### config.mk
export PLATFORM = sky130hd
export DESIGN_NAME = tausworthe_word_generator_top
export DESIGN_NICKNAME = d
export VERILOG_FILES = /design/src/tw_pkg.sv /design/src/tausworthe_word_generator_top.sv /design/src/tw_cell.sv /design/src/tw_ctrl.sv
export VERILOG_INCLUDE_DIRS = /design/src /design/src/src
export SDC_FILE = /design/constraint.sdc
export NUM_CORES = 1
export LEC_CHECK = 0
export BUFFER_PORTS_ARGS = -buffer_cell sky130_fd_sc_hd__buf_4
export CAP_MARGIN = 30
export CORE_MARGIN = 2
export CORE_UTILIZATION = 30
export CTS_CLUSTER_DIAMETER = 200
export DETAILED_ROUTE_END_ITERATION = 7
export GPL_ROUTABILITY_DRIVEN = 1
export HOLD_SLACK_MARGIN = 0.05
export SLEW_MARGIN = 15
export SYNTH_ARGS = -nofsm -noshare
export SYNTH_HDL_FRONTEND = slang
export SYNTH_SLANG_ARGS = --single-unit
### constraint.sdc
create_clock -name clk -period 7.5 [get_ports clk]
set_input_delay 0.75 -clock clk [delete_from_list [all_inputs] [get_ports clk]]
set_output_delay 0.75 -clock clk [all_outputs]
set_load 0.05 [all_outputs]
### src/tausworthe_word_generator_top_defines.svh
// assertion macros used by the sequencer module tw_ctrl
`ifndef TAUSWORTHE_WORD_GENERATOR_TOP_DEFINES_SVH
`define TAUSWORTHE_WORD_GENERATOR_TOP_DEFINES_SVH

// same-cycle implication, disabled during reset
`define TW_ASSERT_NOW(lbl, clk, rst_n, ante, cons) \
    lbl: assert property (@(posedge clk) disable iff (!rst_n) (ante) |-> (cons)) \
        else $error("tausworthe generator check failed");

// next-cycle implication, disabled during reset
`define TW_ASSERT_NEXT(lbl, clk, rst_n, ante, cons) \
    lbl: assert property (@(posedge clk) disable iff (!rst_n) (ante) |=> (cons)) \
        else $error("tausworthe generator check failed");

`endif

### src/tw_pkg.sv
package tw_pkg;

    // register file layout
    localparam int REG_W      = 32;
    localparam int ORDER_W    = 6;
    localparam int CFG_IDX_W  = 2;
    localparam int SEED_BITS  = 32;

    localparam logic [CFG_IDX_W-1:0] CFG_ORDER = 2'd0;
    localparam logic [CFG_IDX_W-1:0] CFG_TAPS  = 2'd1;
    localparam logic [CFG_IDX_W-1:0] CFG_SEED  = 2'd2;
    localparam logic [CFG_IDX_W-1:0] CFG_SKIP  = 2'd3;

    // register reset values
    localparam logic [ORDER_W-1:0] ORDER_RST = 6'd1;
    localparam logic [REG_W-1:0]   TAPS_RST  = 32'd1;
    localparam logic [REG_W-1:0]   SEED_RST  = 32'd1;
    localparam logic [REG_W-1:0]   SKIP_RST  = 32'd0;

    // sequencer states
    typedef enum logic [1:0] {
        ST_IDLE,
        ST_SKIP,
        ST_RUN
    } state_t;

    // controls from sequencer to the cell row
    typedef struct packed {
        logic clear;
        logic step;
    } ctrl_t;

endpackage

### src/tausworthe_word_generator_top.sv
// result beat: valid once the word is assembled after the accepted beat; with
// restart (or first request after reset) skip_count bits are discarded first
// a new request is taken only in idle, once the word is in the output register; one sequence
// bit per cycle through the history cell row; a held result stalls the last bit
// reset: asynchronous active low, restores register defaults and forces a
// seed reload and skip on the first request
module tausworthe_word_generator_top
#(
    parameter int MAX_ORDER = 32,
    parameter int WORD_BITS = 32
)
(
    input  logic                                  clk,
    input  logic                                  rst_n,
    // input stream
    input  logic                                  s_tvalid,
    output logic                                  s_tready,
    input  logic [7:0]                            s_tdata,   // [0] restart
    // output stream
    output logic                                  m_tvalid,
    input  logic                                  m_tready,
    output logic [((WORD_BITS + 7) / 8) * 8 - 1:0] m_tdata,  // [WORD_BITS-1:0] word
    // register writes
    input  logic                                  cfg_valid,
    output logic                                  cfg_ready,
    input  logic [tw_pkg::CFG_IDX_W-1:0]          cfg_index,
    input  logic [tw_pkg::REG_W-1:0]              cfg_data
);

    localparam int OUT_W = ((WORD_BITS + 7) / 8) * 8;
    localparam int PW    = $clog2(MAX_ORDER + 1);

    logic [tw_pkg::ORDER_W-1:0] order_reg;
    logic [tw_pkg::REG_W-1:0]   tap_mask_reg;
    logic [tw_pkg::REG_W-1:0]   seed_bits_reg;
    logic [tw_pkg::REG_W-1:0]   skip_count_reg;
    logic [PW-1:0]              position_reg, position_next;

    tw_pkg::ctrl_t        ctrl;
    logic [6:0]           eff_order;
    logic [6:0]           pos_ext;
    logic                 seed_phase;
    logic                 seed_bit;
    logic                 new_bit;
    logic [MAX_ORDER-1:0] hist;
    logic [MAX_ORDER-1:0] prod;
    logic [MAX_ORDER-1:0] tap_en;
    logic [WORD_BITS-1:0] word;

    // register writes, always ready
    assign cfg_ready = 1'b1;

    always_ff @(posedge clk or negedge rst_n)
    begin
        if (!rst_n)
        begin
            order_reg      <= tw_pkg::ORDER_RST;
            tap_mask_reg   <= tw_pkg::TAPS_RST;
            seed_bits_reg  <= tw_pkg::SEED_RST;
            skip_count_reg <= tw_pkg::SKIP_RST;
        end
        else if (cfg_valid)
        begin
            unique case (cfg_index)
                tw_pkg::CFG_ORDER: order_reg      <= cfg_data[tw_pkg::ORDER_W-1:0];
                tw_pkg::CFG_TAPS:  tap_mask_reg   <= cfg_data;
                tw_pkg::CFG_SEED:  seed_bits_reg  <= cfg_data;
                tw_pkg::CFG_SKIP:  skip_count_reg <= cfg_data;
                default:           order_reg      <= order_reg;
            endcase
        end
    end

    // order saturates at the cell count
    assign eff_order = (7'(order_reg) > 7'(MAX_ORDER)) ? 7'(MAX_ORDER) : 7'(order_reg);

    // seed phase: early bits come straight from the seed register
    assign pos_ext    = 7'(position_reg);
    assign seed_phase = pos_ext < eff_order;
    assign seed_bit   = (pos_ext < 7'(tw_pkg::SEED_BITS)) ? seed_bits_reg[pos_ext[4:0]] : 1'b0;
    assign new_bit    = seed_phase ? seed_bit : ^prod;

    always_comb
    begin
        position_next = position_reg;
        if (ctrl.clear)
        begin
            position_next = '0;
        end
        else if (ctrl.step && seed_phase)
        begin
            position_next = PW'(position_reg + 1'b1);
        end
    end

    always_ff @(posedge clk or negedge rst_n)
    begin
        if (!rst_n)
        begin
            position_reg <= '0;
        end
        else
        begin
            position_reg <= position_next;
        end
    end

    // row of history cells, cell i holds b(j-1-i)
    for (genvar i = 0; i < MAX_ORDER; i++)
    begin : g_cell
        if (i < tw_pkg::REG_W)
        begin : g_tap
            assign tap_en[i] = tap_mask_reg[i] && (7'(i) < eff_order);
        end
        else
        begin : g_notap
            assign tap_en[i] = 1'b0;
        end

        if (i == 0)
        begin : g_head
            tw_cell u_cell
            (
                .clk      (clk),
                .rst_n    (rst_n),
                .ctrl     (ctrl),
                .shift_in (new_bit),
                .tap_en   (tap_en[i]),
                .hist_bit (hist[i]),
                .prod     (prod[i])
            );
        end
        else
        begin : g_body
            tw_cell u_cell
            (
                .clk      (clk),
                .rst_n    (rst_n),
                .ctrl     (ctrl),
                .shift_in (hist[i-1]),
                .tap_en   (tap_en[i]),
                .hist_bit (hist[i]),
                .prod     (prod[i])
            );
        end
    end

    // sequencer, word assembly and output register
    tw_ctrl
    #(
        .WORD_BITS (WORD_BITS)
    )
    u_ctrl
    (
        .clk        (clk),
        .rst_n      (rst_n),
        .in_valid   (s_tvalid),
        .in_ready   (s_tready),
        .restart    (s_tdata[0]),
        .skip_count (skip_count_reg),
        .new_bit    (new_bit),
        .ctrl       (ctrl),
        .out_valid  (m_tvalid),
        .out_ready  (m_tready),
        .out_word   (word)
    );

    assign m_tdata = OUT_W'(word);

endmodule

### src/tw_cell.sv
module tw_cell
(
    input  logic          clk,
    input  logic          rst_n,
    input  tw_pkg::ctrl_t ctrl,
    input  logic          shift_in,
    input  logic          tap_en,
    output logic          hist_bit,
    output logic          prod
);

    logic hist_reg;
    logic hist_next;

    // clear on restart, take neighbour bit on each step
    always_comb
    begin
        hist_next = hist_reg;
        if (ctrl.clear)
        begin
            hist_next = 1'b0;
        end
        else if (ctrl.step)
        begin
            hist_next = shift_in;
        end
    end

    always_ff @(posedge clk or negedge rst_n)
    begin
        if (!rst_n)
        begin
            hist_reg <= 1'b0;
        end
        else
        begin
            hist_reg <= hist_next;
        end
    end

    // tapped contribution to the feedback parity
    assign hist_bit = hist_reg;
    assign prod     = hist_reg & tap_en;

endmodule

### src/tw_ctrl.sv
`include "tausworthe_word_generator_top_defines.svh"

module tw_ctrl
#(
    parameter int WORD_BITS = 32
)
(
    input  logic                       clk,
    input  logic                       rst_n,
    input  logic                       in_valid,
    output logic                       in_ready,
    input  logic                       restart,
    input  logic [tw_pkg::REG_W-1:0]   skip_count,
    input  logic                       new_bit,
    output tw_pkg::ctrl_t              ctrl,
    output logic                       out_valid,
    input  logic                       out_ready,
    output logic [WORD_BITS-1:0]       out_word
);

    localparam int BCW = (WORD_BITS > 1) ? $clog2(WORD_BITS) : 1;
    localparam logic [BCW-1:0] LAST_BIT = BCW'(WORD_BITS - 1);

    tw_pkg::state_t state_reg, state_next;
    logic                     primed_reg, primed_next;
    logic [tw_pkg::REG_W-1:0] skip_cnt_reg, skip_cnt_next;
    logic [BCW-1:0]           bit_cnt_reg, bit_cnt_next;
    logic [WORD_BITS-1:0]     word_reg, word_next;
    logic [WORD_BITS-1:0]     out_reg, out_next;
    logic                     out_valid_reg, out_valid_next;

    logic accept;
    logic do_restart;
    logic last_bit;
    logic out_free;
    logic [WORD_BITS-1:0] word_shifted;

    assign accept       = in_valid && in_ready;
    assign do_restart   = restart || !primed_reg;
    assign last_bit     = (bit_cnt_reg == LAST_BIT);
    assign out_free     = !out_valid_reg || out_ready;
    assign word_shifted = (word_reg << 1) | WORD_BITS'(new_bit);

    // next state
    always_comb
    begin
        state_next = state_reg;
        unique case (state_reg)
            tw_pkg::ST_IDLE:
            begin
                if (accept)
                begin
                    state_next = do_restart ? tw_pkg::ST_SKIP : tw_pkg::ST_RUN;
                end
            end
            tw_pkg::ST_SKIP:
            begin
                if (skip_cnt_reg == '0)
                begin
                    state_next = tw_pkg::ST_RUN;
                end
            end
            tw_pkg::ST_RUN:
            begin
                if (last_bit && out_free)
                begin
                    state_next = tw_pkg::ST_IDLE;
                end
            end
            default:
            begin
                state_next = tw_pkg::ST_IDLE;
            end
        endcase
    end

    // outputs and datapath updates
    always_comb
    begin
        in_ready       = 1'b0;
        ctrl.clear     = 1'b0;
        ctrl.step      = 1'b0;
        primed_next    = primed_reg;
        skip_cnt_next  = skip_cnt_reg;
        bit_cnt_next   = bit_cnt_reg;
        word_next      = word_reg;
        out_next       = out_reg;
        out_valid_next = out_valid_reg && !out_ready;
        unique case (state_reg)
            tw_pkg::ST_IDLE:
            begin
                in_ready     = 1'b1;
                bit_cnt_next = '0;
                if (in_valid && do_restart)
                begin
                    ctrl.clear    = 1'b1;
                    primed_next   = 1'b1;
                    skip_cnt_next = skip_count;
                end
            end
            tw_pkg::ST_SKIP:
            begin
                // discard one sequence bit per cycle
                if (skip_cnt_reg != '0)
                begin
                    ctrl.step     = 1'b1;
                    skip_cnt_next = skip_cnt_reg - 1'b1;
                end
            end
            tw_pkg::ST_RUN:
            begin
                // the final bit waits until the output register is free
                if (!last_bit || out_free)
                begin
                    ctrl.step    = 1'b1;
                    word_next    = word_shifted;
                    bit_cnt_next = BCW'(bit_cnt_reg + 1'b1);
                    if (last_bit)
                    begin
                        out_next       = word_shifted;
                        out_valid_next = 1'b1;
                    end
                end
            end
            default:
            begin
                in_ready = 1'b0;
            end
        endcase
    end

    always_ff @(posedge clk or negedge rst_n)
    begin
        if (!rst_n)
        begin
            state_reg     <= tw_pkg::ST_IDLE;
            primed_reg    <= 1'b0;
            skip_cnt_reg  <= '0;
            bit_cnt_reg   <= '0;
            out_valid_reg <= 1'b0;
        end
        else
        begin
            state_reg     <= state_next;
            primed_reg    <= primed_next;
            skip_cnt_reg  <= skip_cnt_next;
            bit_cnt_reg   <= bit_cnt_next;
            out_valid_reg <= out_valid_next;
        end
    end

    // payload registers
    always_ff @(posedge clk)
    begin
        word_reg <= word_next;
        out_reg  <= out_next;
    end

    assign out_valid = out_valid_reg;
    assign out_word  = out_reg;

    // checks
    `TW_ASSERT_NOW(a_clear_not_step, clk, rst_n, ctrl.clear, !ctrl.step)
    `TW_ASSERT_NEXT(a_last_bit_loads_out, clk, rst_n,
        (state_reg == tw_pkg::ST_RUN) && last_bit && ctrl.step, out_valid_reg)
    `TW_ASSERT_NEXT(a_primed_goes_run, clk, rst_n,
        accept && primed_reg && !restart, state_reg == tw_pkg::ST_RUN)
    `TW_ASSERT_NEXT(a_skip_counts_down, clk, rst_n,
        (state_reg == tw_pkg::ST_SKIP) && (skip_cnt_reg != '0),
        skip_cnt_reg == $past(skip_cnt_reg) - 1'b1)

endmodule

Word-level counts from Yosys, hierarchy flattened
Index checks and enable logic that the tools add are counted.
{ "op_classes": {"add_sub_neg": 3, "magnitude_cmp": 36, "eq_ne": 12, "n_mux": 90, "bitwise": 33, "n_reduce_logical": 63} }
{ "op_table": {"columns": ["op", "count"], "rows": [
  ["$lt 5x6->1 const A", 16],
  ["$mux 1", 75],
  ["$mux 32", 2],
  ["$pmux 32 s2", 1],
  ["$lt 4x6->1 const A", 8],
  ["$logic_and 1x1->1", 37],
  ["$and 1x1->1", 32],
  ["$logic_not 32->1", 1],
  ["$or 32x1->32", 1],
  ["$reduce_bool 32->1", 1],
  ["$reduce_xor 32->1", 1],
  ["$sub 32x1->32 const B", 1],
  ["$lt 3x6->1 const A", 4],
  ["$mux 6", 3],
  ["$reduce_and 2->1", 7],
  ["$lt 1x6->1 const A", 2],
  ["$lt 2x6->1 const A", 2],
  ["$ne 2x1->1 const B", 6],
  ["$pmux 5 s2", 1],
  ["$reduce_and 3->1", 3],
  ["$mux 2", 4],
  ["$reduce_bool 2->1", 4],
  ["$add 6x1->6 const B", 1],
  ["$eq 2x2->1 const B", 3],
  ["other kinds (14)", 21]
]} }
{ "word_totals": {"reg_bits": 244, "input_bits": 47, "out_inout_bits": 35, "word_cells": 281} }

Logic depth before layout (Yosys ltp)
{ "logic_depth": {"word_depth": 9, "mapped_depth": 12, "mapped_depth_nobuf": 11} }

By module
Synthesis repeated with hierarchy kept, for this count alone.
{ "hier_totals": {"hier_cells": 888, "area_unflattened_um2": 11106.9} }
{ "modules_own_cells": {"columns": ["module", "instances", "cells_per_inst", "area_each_um2", "seq_area_each_um2"], "rows": [
  ["tausworthe_word_generator_top", 1, 404, 5237.5, 2706.3],
  ["tw_ctrl", 1, 356, 4428.0, 2917.8],
  ["tw_cell", 32, 4, 45.0, 25.0]
]} }

Least setup slack after synthesis
Ideal clock, no wire load.
{ "synth_timing": {"kind": "reg-to-reg", "startpoint": "register u_ctrl.bit_cnt_reg[0]", "endpoint": "register u_ctrl.out_reg[0] (netlist: u_ctrl.out_word[0]), enable pin", "arrival_ns": 2.259, "path_slack_ns": 4.820, "path_stages_with_launch": 6, "n_path_buf": 0, "period_less_slack_ns": 2.680, "cell_sequence": "dfrtp_1 -> ha_1 -> and3_1 -> ha_1 -> nand2_1 -> nor2_1"} }
{ "synth_via": {"elab_chain_len": 4} }
{ "synth_rtl": {"columns": ["element", "line", "source"], "rows": [
  ["start, declared", "tw_ctrl.sv:27", "logic [BCW-1:0] bit_cnt_reg, bit_cnt_next;"],
  ["start signal, assigned", "tw_ctrl.sv:147", "bit_cnt_reg <= bit_cnt_next;"],
  ["$eq 5x5->1 *", "tw_ctrl.sv:40", "assign last_bit = (bit_cnt_reg == LAST_BIT);"],
  ["$logic_not 1->1", "tw_ctrl.sv:113", "if (!last_bit || out_free)"],
  ["$logic_or 1x1->1", "tw_ctrl.sv:113", null],
  ["$reduce_and 3->1 (no line) *", null, null],
  ["end signal, assigned", "tw_ctrl.sv:156", "out_reg <= out_next;"],
  ["end, declared", "tw_ctrl.sv:29", "logic [WORD_BITS-1:0] out_reg, out_next;"]
]} }
Every way passes the cells marked *; elsewhere a longest branch is shown, timed or not.
A chain may end at the register's enable or synchronous reset.

Worst setup path in the final report
{ "layout_timing": {"startpoint": "register u_ctrl.skip_cnt_reg[0] in the netlist's numbering", "endpoint": "register position_reg[4]"} }
{ "layout_via": {"elab_chain_len": 5} }
{ "layout_rtl": {"columns": ["element", "line", "source"], "rows": [
  ["start, declared", "tw_ctrl.sv:26", "logic [tw_pkg::REG_W-1:0] skip_cnt_reg, skip_cnt_next;"],
  ["start signal, assigned", "tw_ctrl.sv:146", "skip_cnt_reg <= skip_cnt_next;"],
  ["$reduce_bool 32->1", "tw_ctrl.sv:104", "if (skip_cnt_reg != '0)"],
  ["$mux 1", "tw_ctrl.sv:104", null],
  ["$pmux 1 s2", "tw_ctrl.sv:89", "unique case (state_reg)"],
  ["$logic_and 1x1->1", "tausworthe_word_generator_top.sv:90", "else if (ctrl.step && seed_phase)"],
  ["$reduce_bool 2->1 (no line)", null, null],
  ["end signal, assigned", "tausworthe_word_generator_top.sv:104", "position_reg <= position_next;"],
  ["end, declared", "tausworthe_word_generator_top.sv:37", "logic [PW-1:0] position_reg, position_next;"]
]} }
Every way passes these cells.

==> impl_metrics.env <==
export IMPL_status="finished, final reports clean"
export IMPL_clk_pin_slew_worst_paths_ps=70
export IMPL_path_buf_inv=2
export IMPL_yosysWarnings=0
export IMPL_rsz0062_at_grt="false"
export IMPL_rows=70
export IMPL_ys_types=83
export IMPL_grt_util_all_layers=0.131
export IMPL_setup_viol=0
export IMPL_min_period_over_period=0.440
export IMPL_fin_crit_ps=3300
export IMPL_first_iter_violations=577
export IMPL_gp_congestion=0.795
export IMPL_cts_tree="built"
export IMPL_hold_violations=0
export IMPL_drv_cap=0
export IMPL_worstPathCellList="inv_1 > ha_1 > or4b_1 > nor2_1 > nand2_1 > o31ai_4 > a21bo_2 > buf_4 > a211oi_4 > nand4_1 > xor2_1 > nor2_1"
export IMPL_regToRegSetupSlack_ps=4200
export IMPL_path_depth=12
export IMPL_worstPathRequired_ps=7900
export IMPL_cp_max_fo=34
export IMPL_hold_ws_ps=262
export IMPL_antennaDiodeCount=0
export IMPL_place_hpwl_um=16700
export IMPL_cts_setup_buffers=0
export IMPL_ys_seq_area_frac=0.578
export IMPL_htreeDepth=1
export IMPL_crit_slowest_cell="or4b_1"
export IMPL_max_stage_delay_ps=520
export IMPL_syn_inst=890
export IMPL_worstReg2RegStart="u_ctrl.skip_cnt_reg[0]"
export IMPL_grt_pass1_vias=7040
export IMPL_powerDensity_nw_per_um2=310
export IMPL_drc=0
export IMPL_cts_path_max_buffers=3
export IMPL_start_util=0.304
export IMPL_cts_hold_fix_buffers=0
export IMPL_synth_main_ff_cell="dfrtp_1"
export IMPL_setup_worst_path_class="reg2reg"
export IMPL_ioPinCount=82
export IMPL_r2r_cells=12
export IMPL_fmax_mhz=303
export IMPL_die_w_um=196
export IMPL_chipHeight_um=196
export IMPL_final_max_slew_viol_count=0
export IMPL_holdCritPathClass="in2async"
export IMPL_dr_pass1_iters=5
export IMPL_seqCellArea_um2=6420
export IMPL_cpMostUsedCell="nor2_1"
export IMPL_clock_latency_ps=530
export IMPL_cts_root_buffer="clkbuf_16"
export IMPL_multi_input_area_um2=4390
export IMPL_end_kind="register"
export IMPL_startpoint="u_ctrl.skip_cnt_reg[0]"
export IMPL_vias_per_cell=4.93
export IMPL_vias=7123
export IMPL_area_delta_synth_final_pct=17.0
export IMPL_antenna_found_initial=0
export IMPL_syn_nets=949
export IMPL_rr_endpoint="position_reg[4]"
export IMPL_routed_wl_um=24800
export IMPL_wire_per_inst_um=17.1
export IMPL_ctsResizeCount=0
export IMPL_synthesis_area_um2=11100
export IMPL_fill_cells=3525
export IMPL_fin_nets=1018
export IMPL_grt_overflow_total=0
export IMPL_postSynthAreaPerCell_um2=12.5
export IMPL_ir_drop_mv=0.158
export IMPL_synth_edf_count=63
export IMPL_grt_max_degree=76
export IMPL_grt_pass1_wl_um=40000
export IMPL_crit_path_start_kind="register"
export IMPL_antenna_left=0
export IMPL_crit_family="simple AND/OR/NAND/NOR gates"
export IMPL_endpoint="position_reg[4]"
export IMPL_synth_async_reset_ratio=0.742
export IMPL_slew_headroom=0.455
export IMPL_finClkSkew_ps=21.0
export IMPL_fp_dieArea_um2=38600
export IMPL_final_layout_size_suffix_gt1_frac=0.267
export IMPL_cts_sinks=244
export IMPL_tns_ps=0
export IMPL_numCtsBuffers=25
export IMPL_portBuffers=73
export IMPL_tightestPinTransition_ps=817
export IMPL_coreArea_um2=36500
export IMPL_ys_seq_elements=244
export IMPL_p_leak_nw=5.14
export IMPL_arrival_ps=3690
==> stage by stage <==
step | cells | cell area, µm² | utilization | setup slack [ps] | power, mW
3_5_place_dp | 1399 | 12100 | 0.331 | 4230 | 2.69
2_1_floorplan | 890 | 11100 | - | 4820 | 2.45
4_1_cts | 1444 | 13000 | 0.356 | 4190 | 4.07
6_report | 1445 | 13000 | 0.356 | 4200 | 4.03
3_3_place_gp | 1398 | 12100 | 0.331 | 4250 | 2.67
5_1_grt | 1445 | 13000 | 0.356 | 4010 | 4.25
==> power by group <==
part	internal, mW	switching, mW	total, mW	leakage, nW
combinational	0.486	0.384	0.871	2.03
clock	0.830	0.524	1.35	0.432
sequential	1.58	0.223	1.80	2.68
total	2.90	1.13	4.03	5.14
==> Yosys cell counts, drive strengths merged, types with 18 or more instances <==
| cell | n | area [µm²] |
|---|---|---|
| mux2i | 36 | 360 |
| nor3 | 18 | 95.1 |
| o21ai | 44 | 220 |
| a21oi | 48 | 240 |
| mux2 | 101 | 1140 |
| buf | 28 | 196 |
| nand3 | 23 | 115 |
| nor2 | 65 | 254 |
| dfrtp | 178 | 4450 |
| edfxtp | 63 | 1890 |
| nand2 | 75 | 284 |
==> final cells by class <==
| cell class | count | share of cell area |
|---|---|---|
| clock buffers | 30 | 0.0503 |
| multi-input cells | 586 | 0.337 |
| repair buffers | 86 | 0.0509 |
| clock inverters | 15 | 0.0179 |
| well taps | 468 | 0.0450 |
| flip-flops and latches | 244 | 0.494 |
| inverters | 16 | 0.00462 |
==> cells in the final DEF (no fill, tap or decap), types with 6 or more instances in the layout <==
master / netlist / final
buf_4: 7 / 83
ha_1: 12 / 12
mux2_2: 101 / 101
edfxtp_1: 63 / 63
xnor2_1: 15 / 15
mux4_2: 9 / 9
o21ai_0: 39 / 39
bufinv_16: 0 / 6
a21o_1: 6 / 6
dfrtp_1: 178 / 178
mux2i_1: 36 / 36
nand4_1: 6 / 6
nor3_1: 17 / 17
o22ai_1: 13 / 13
nor2_1: 63 / 61
nand2_1: 74 / 74
clkbuf_16: 0 / 25
inv_1: 15 / 15
nand3_1: 23 / 22
nand2b_1: 6 / 6
xor2_1: 11 / 11
a21oi_1: 48 / 48
==> worst register-to-register path, delay by kind of cell, from the launching register on <==
family	cells	cell delay [ps]
adder cells (fa/ha/maj)	1	220
AND/OR/NAND/NOR	5	1180
XOR/XNOR	1	150
flip-flops	1	380
buffers and inverters	2	570
AO/OA/AOI/OAI	3	670
==> logic make-up (layout without fill, tap and decap cells) <==
family                     after synthesis  count (layout)  share of synthesized area
adders and majority gates               13              13                     0.0144
AOI/OAI and AO/OA                      155             155                     0.0883
buffers and inverters                   60             147                     0.0285
other                                    1               1                   0.000337
and+or+nand+nor                        241             241                      0.109
DFF                                    244             244                      0.578
muxes                                  146             146                      0.153
xor gates and xnor gates                30              30                     0.0280
==> worst min path at each step <==
stage,to,slack (ps),cells after the start
floorplan,u_ctrl.out_word[31],400,0
global placement,u_ctrl.out_word[31],400,0
detailed placement,u_ctrl.out_word[31],430,0
CTS,g_cell[25].g_body.u_cell.hist_bit,270,1
global route,g_cell[25].g_body.u_cell.hist_bit,300,1
finish,g_cell[25].g_body.u_cell.hist_bit,260,1
==> layer usage <==
metal / track usage / up-vias / part of all wire
met2: 0.202 / 161 / 0.45
met3: 0.0214 / 31 / 0.046
met5: 0 / - / 0
met4: 0.0264 / 0 / 0.016
met1: 0.194 / 3555 / 0.49
li1: - / 3376 / -
Power figures use the tool's default switching activity.
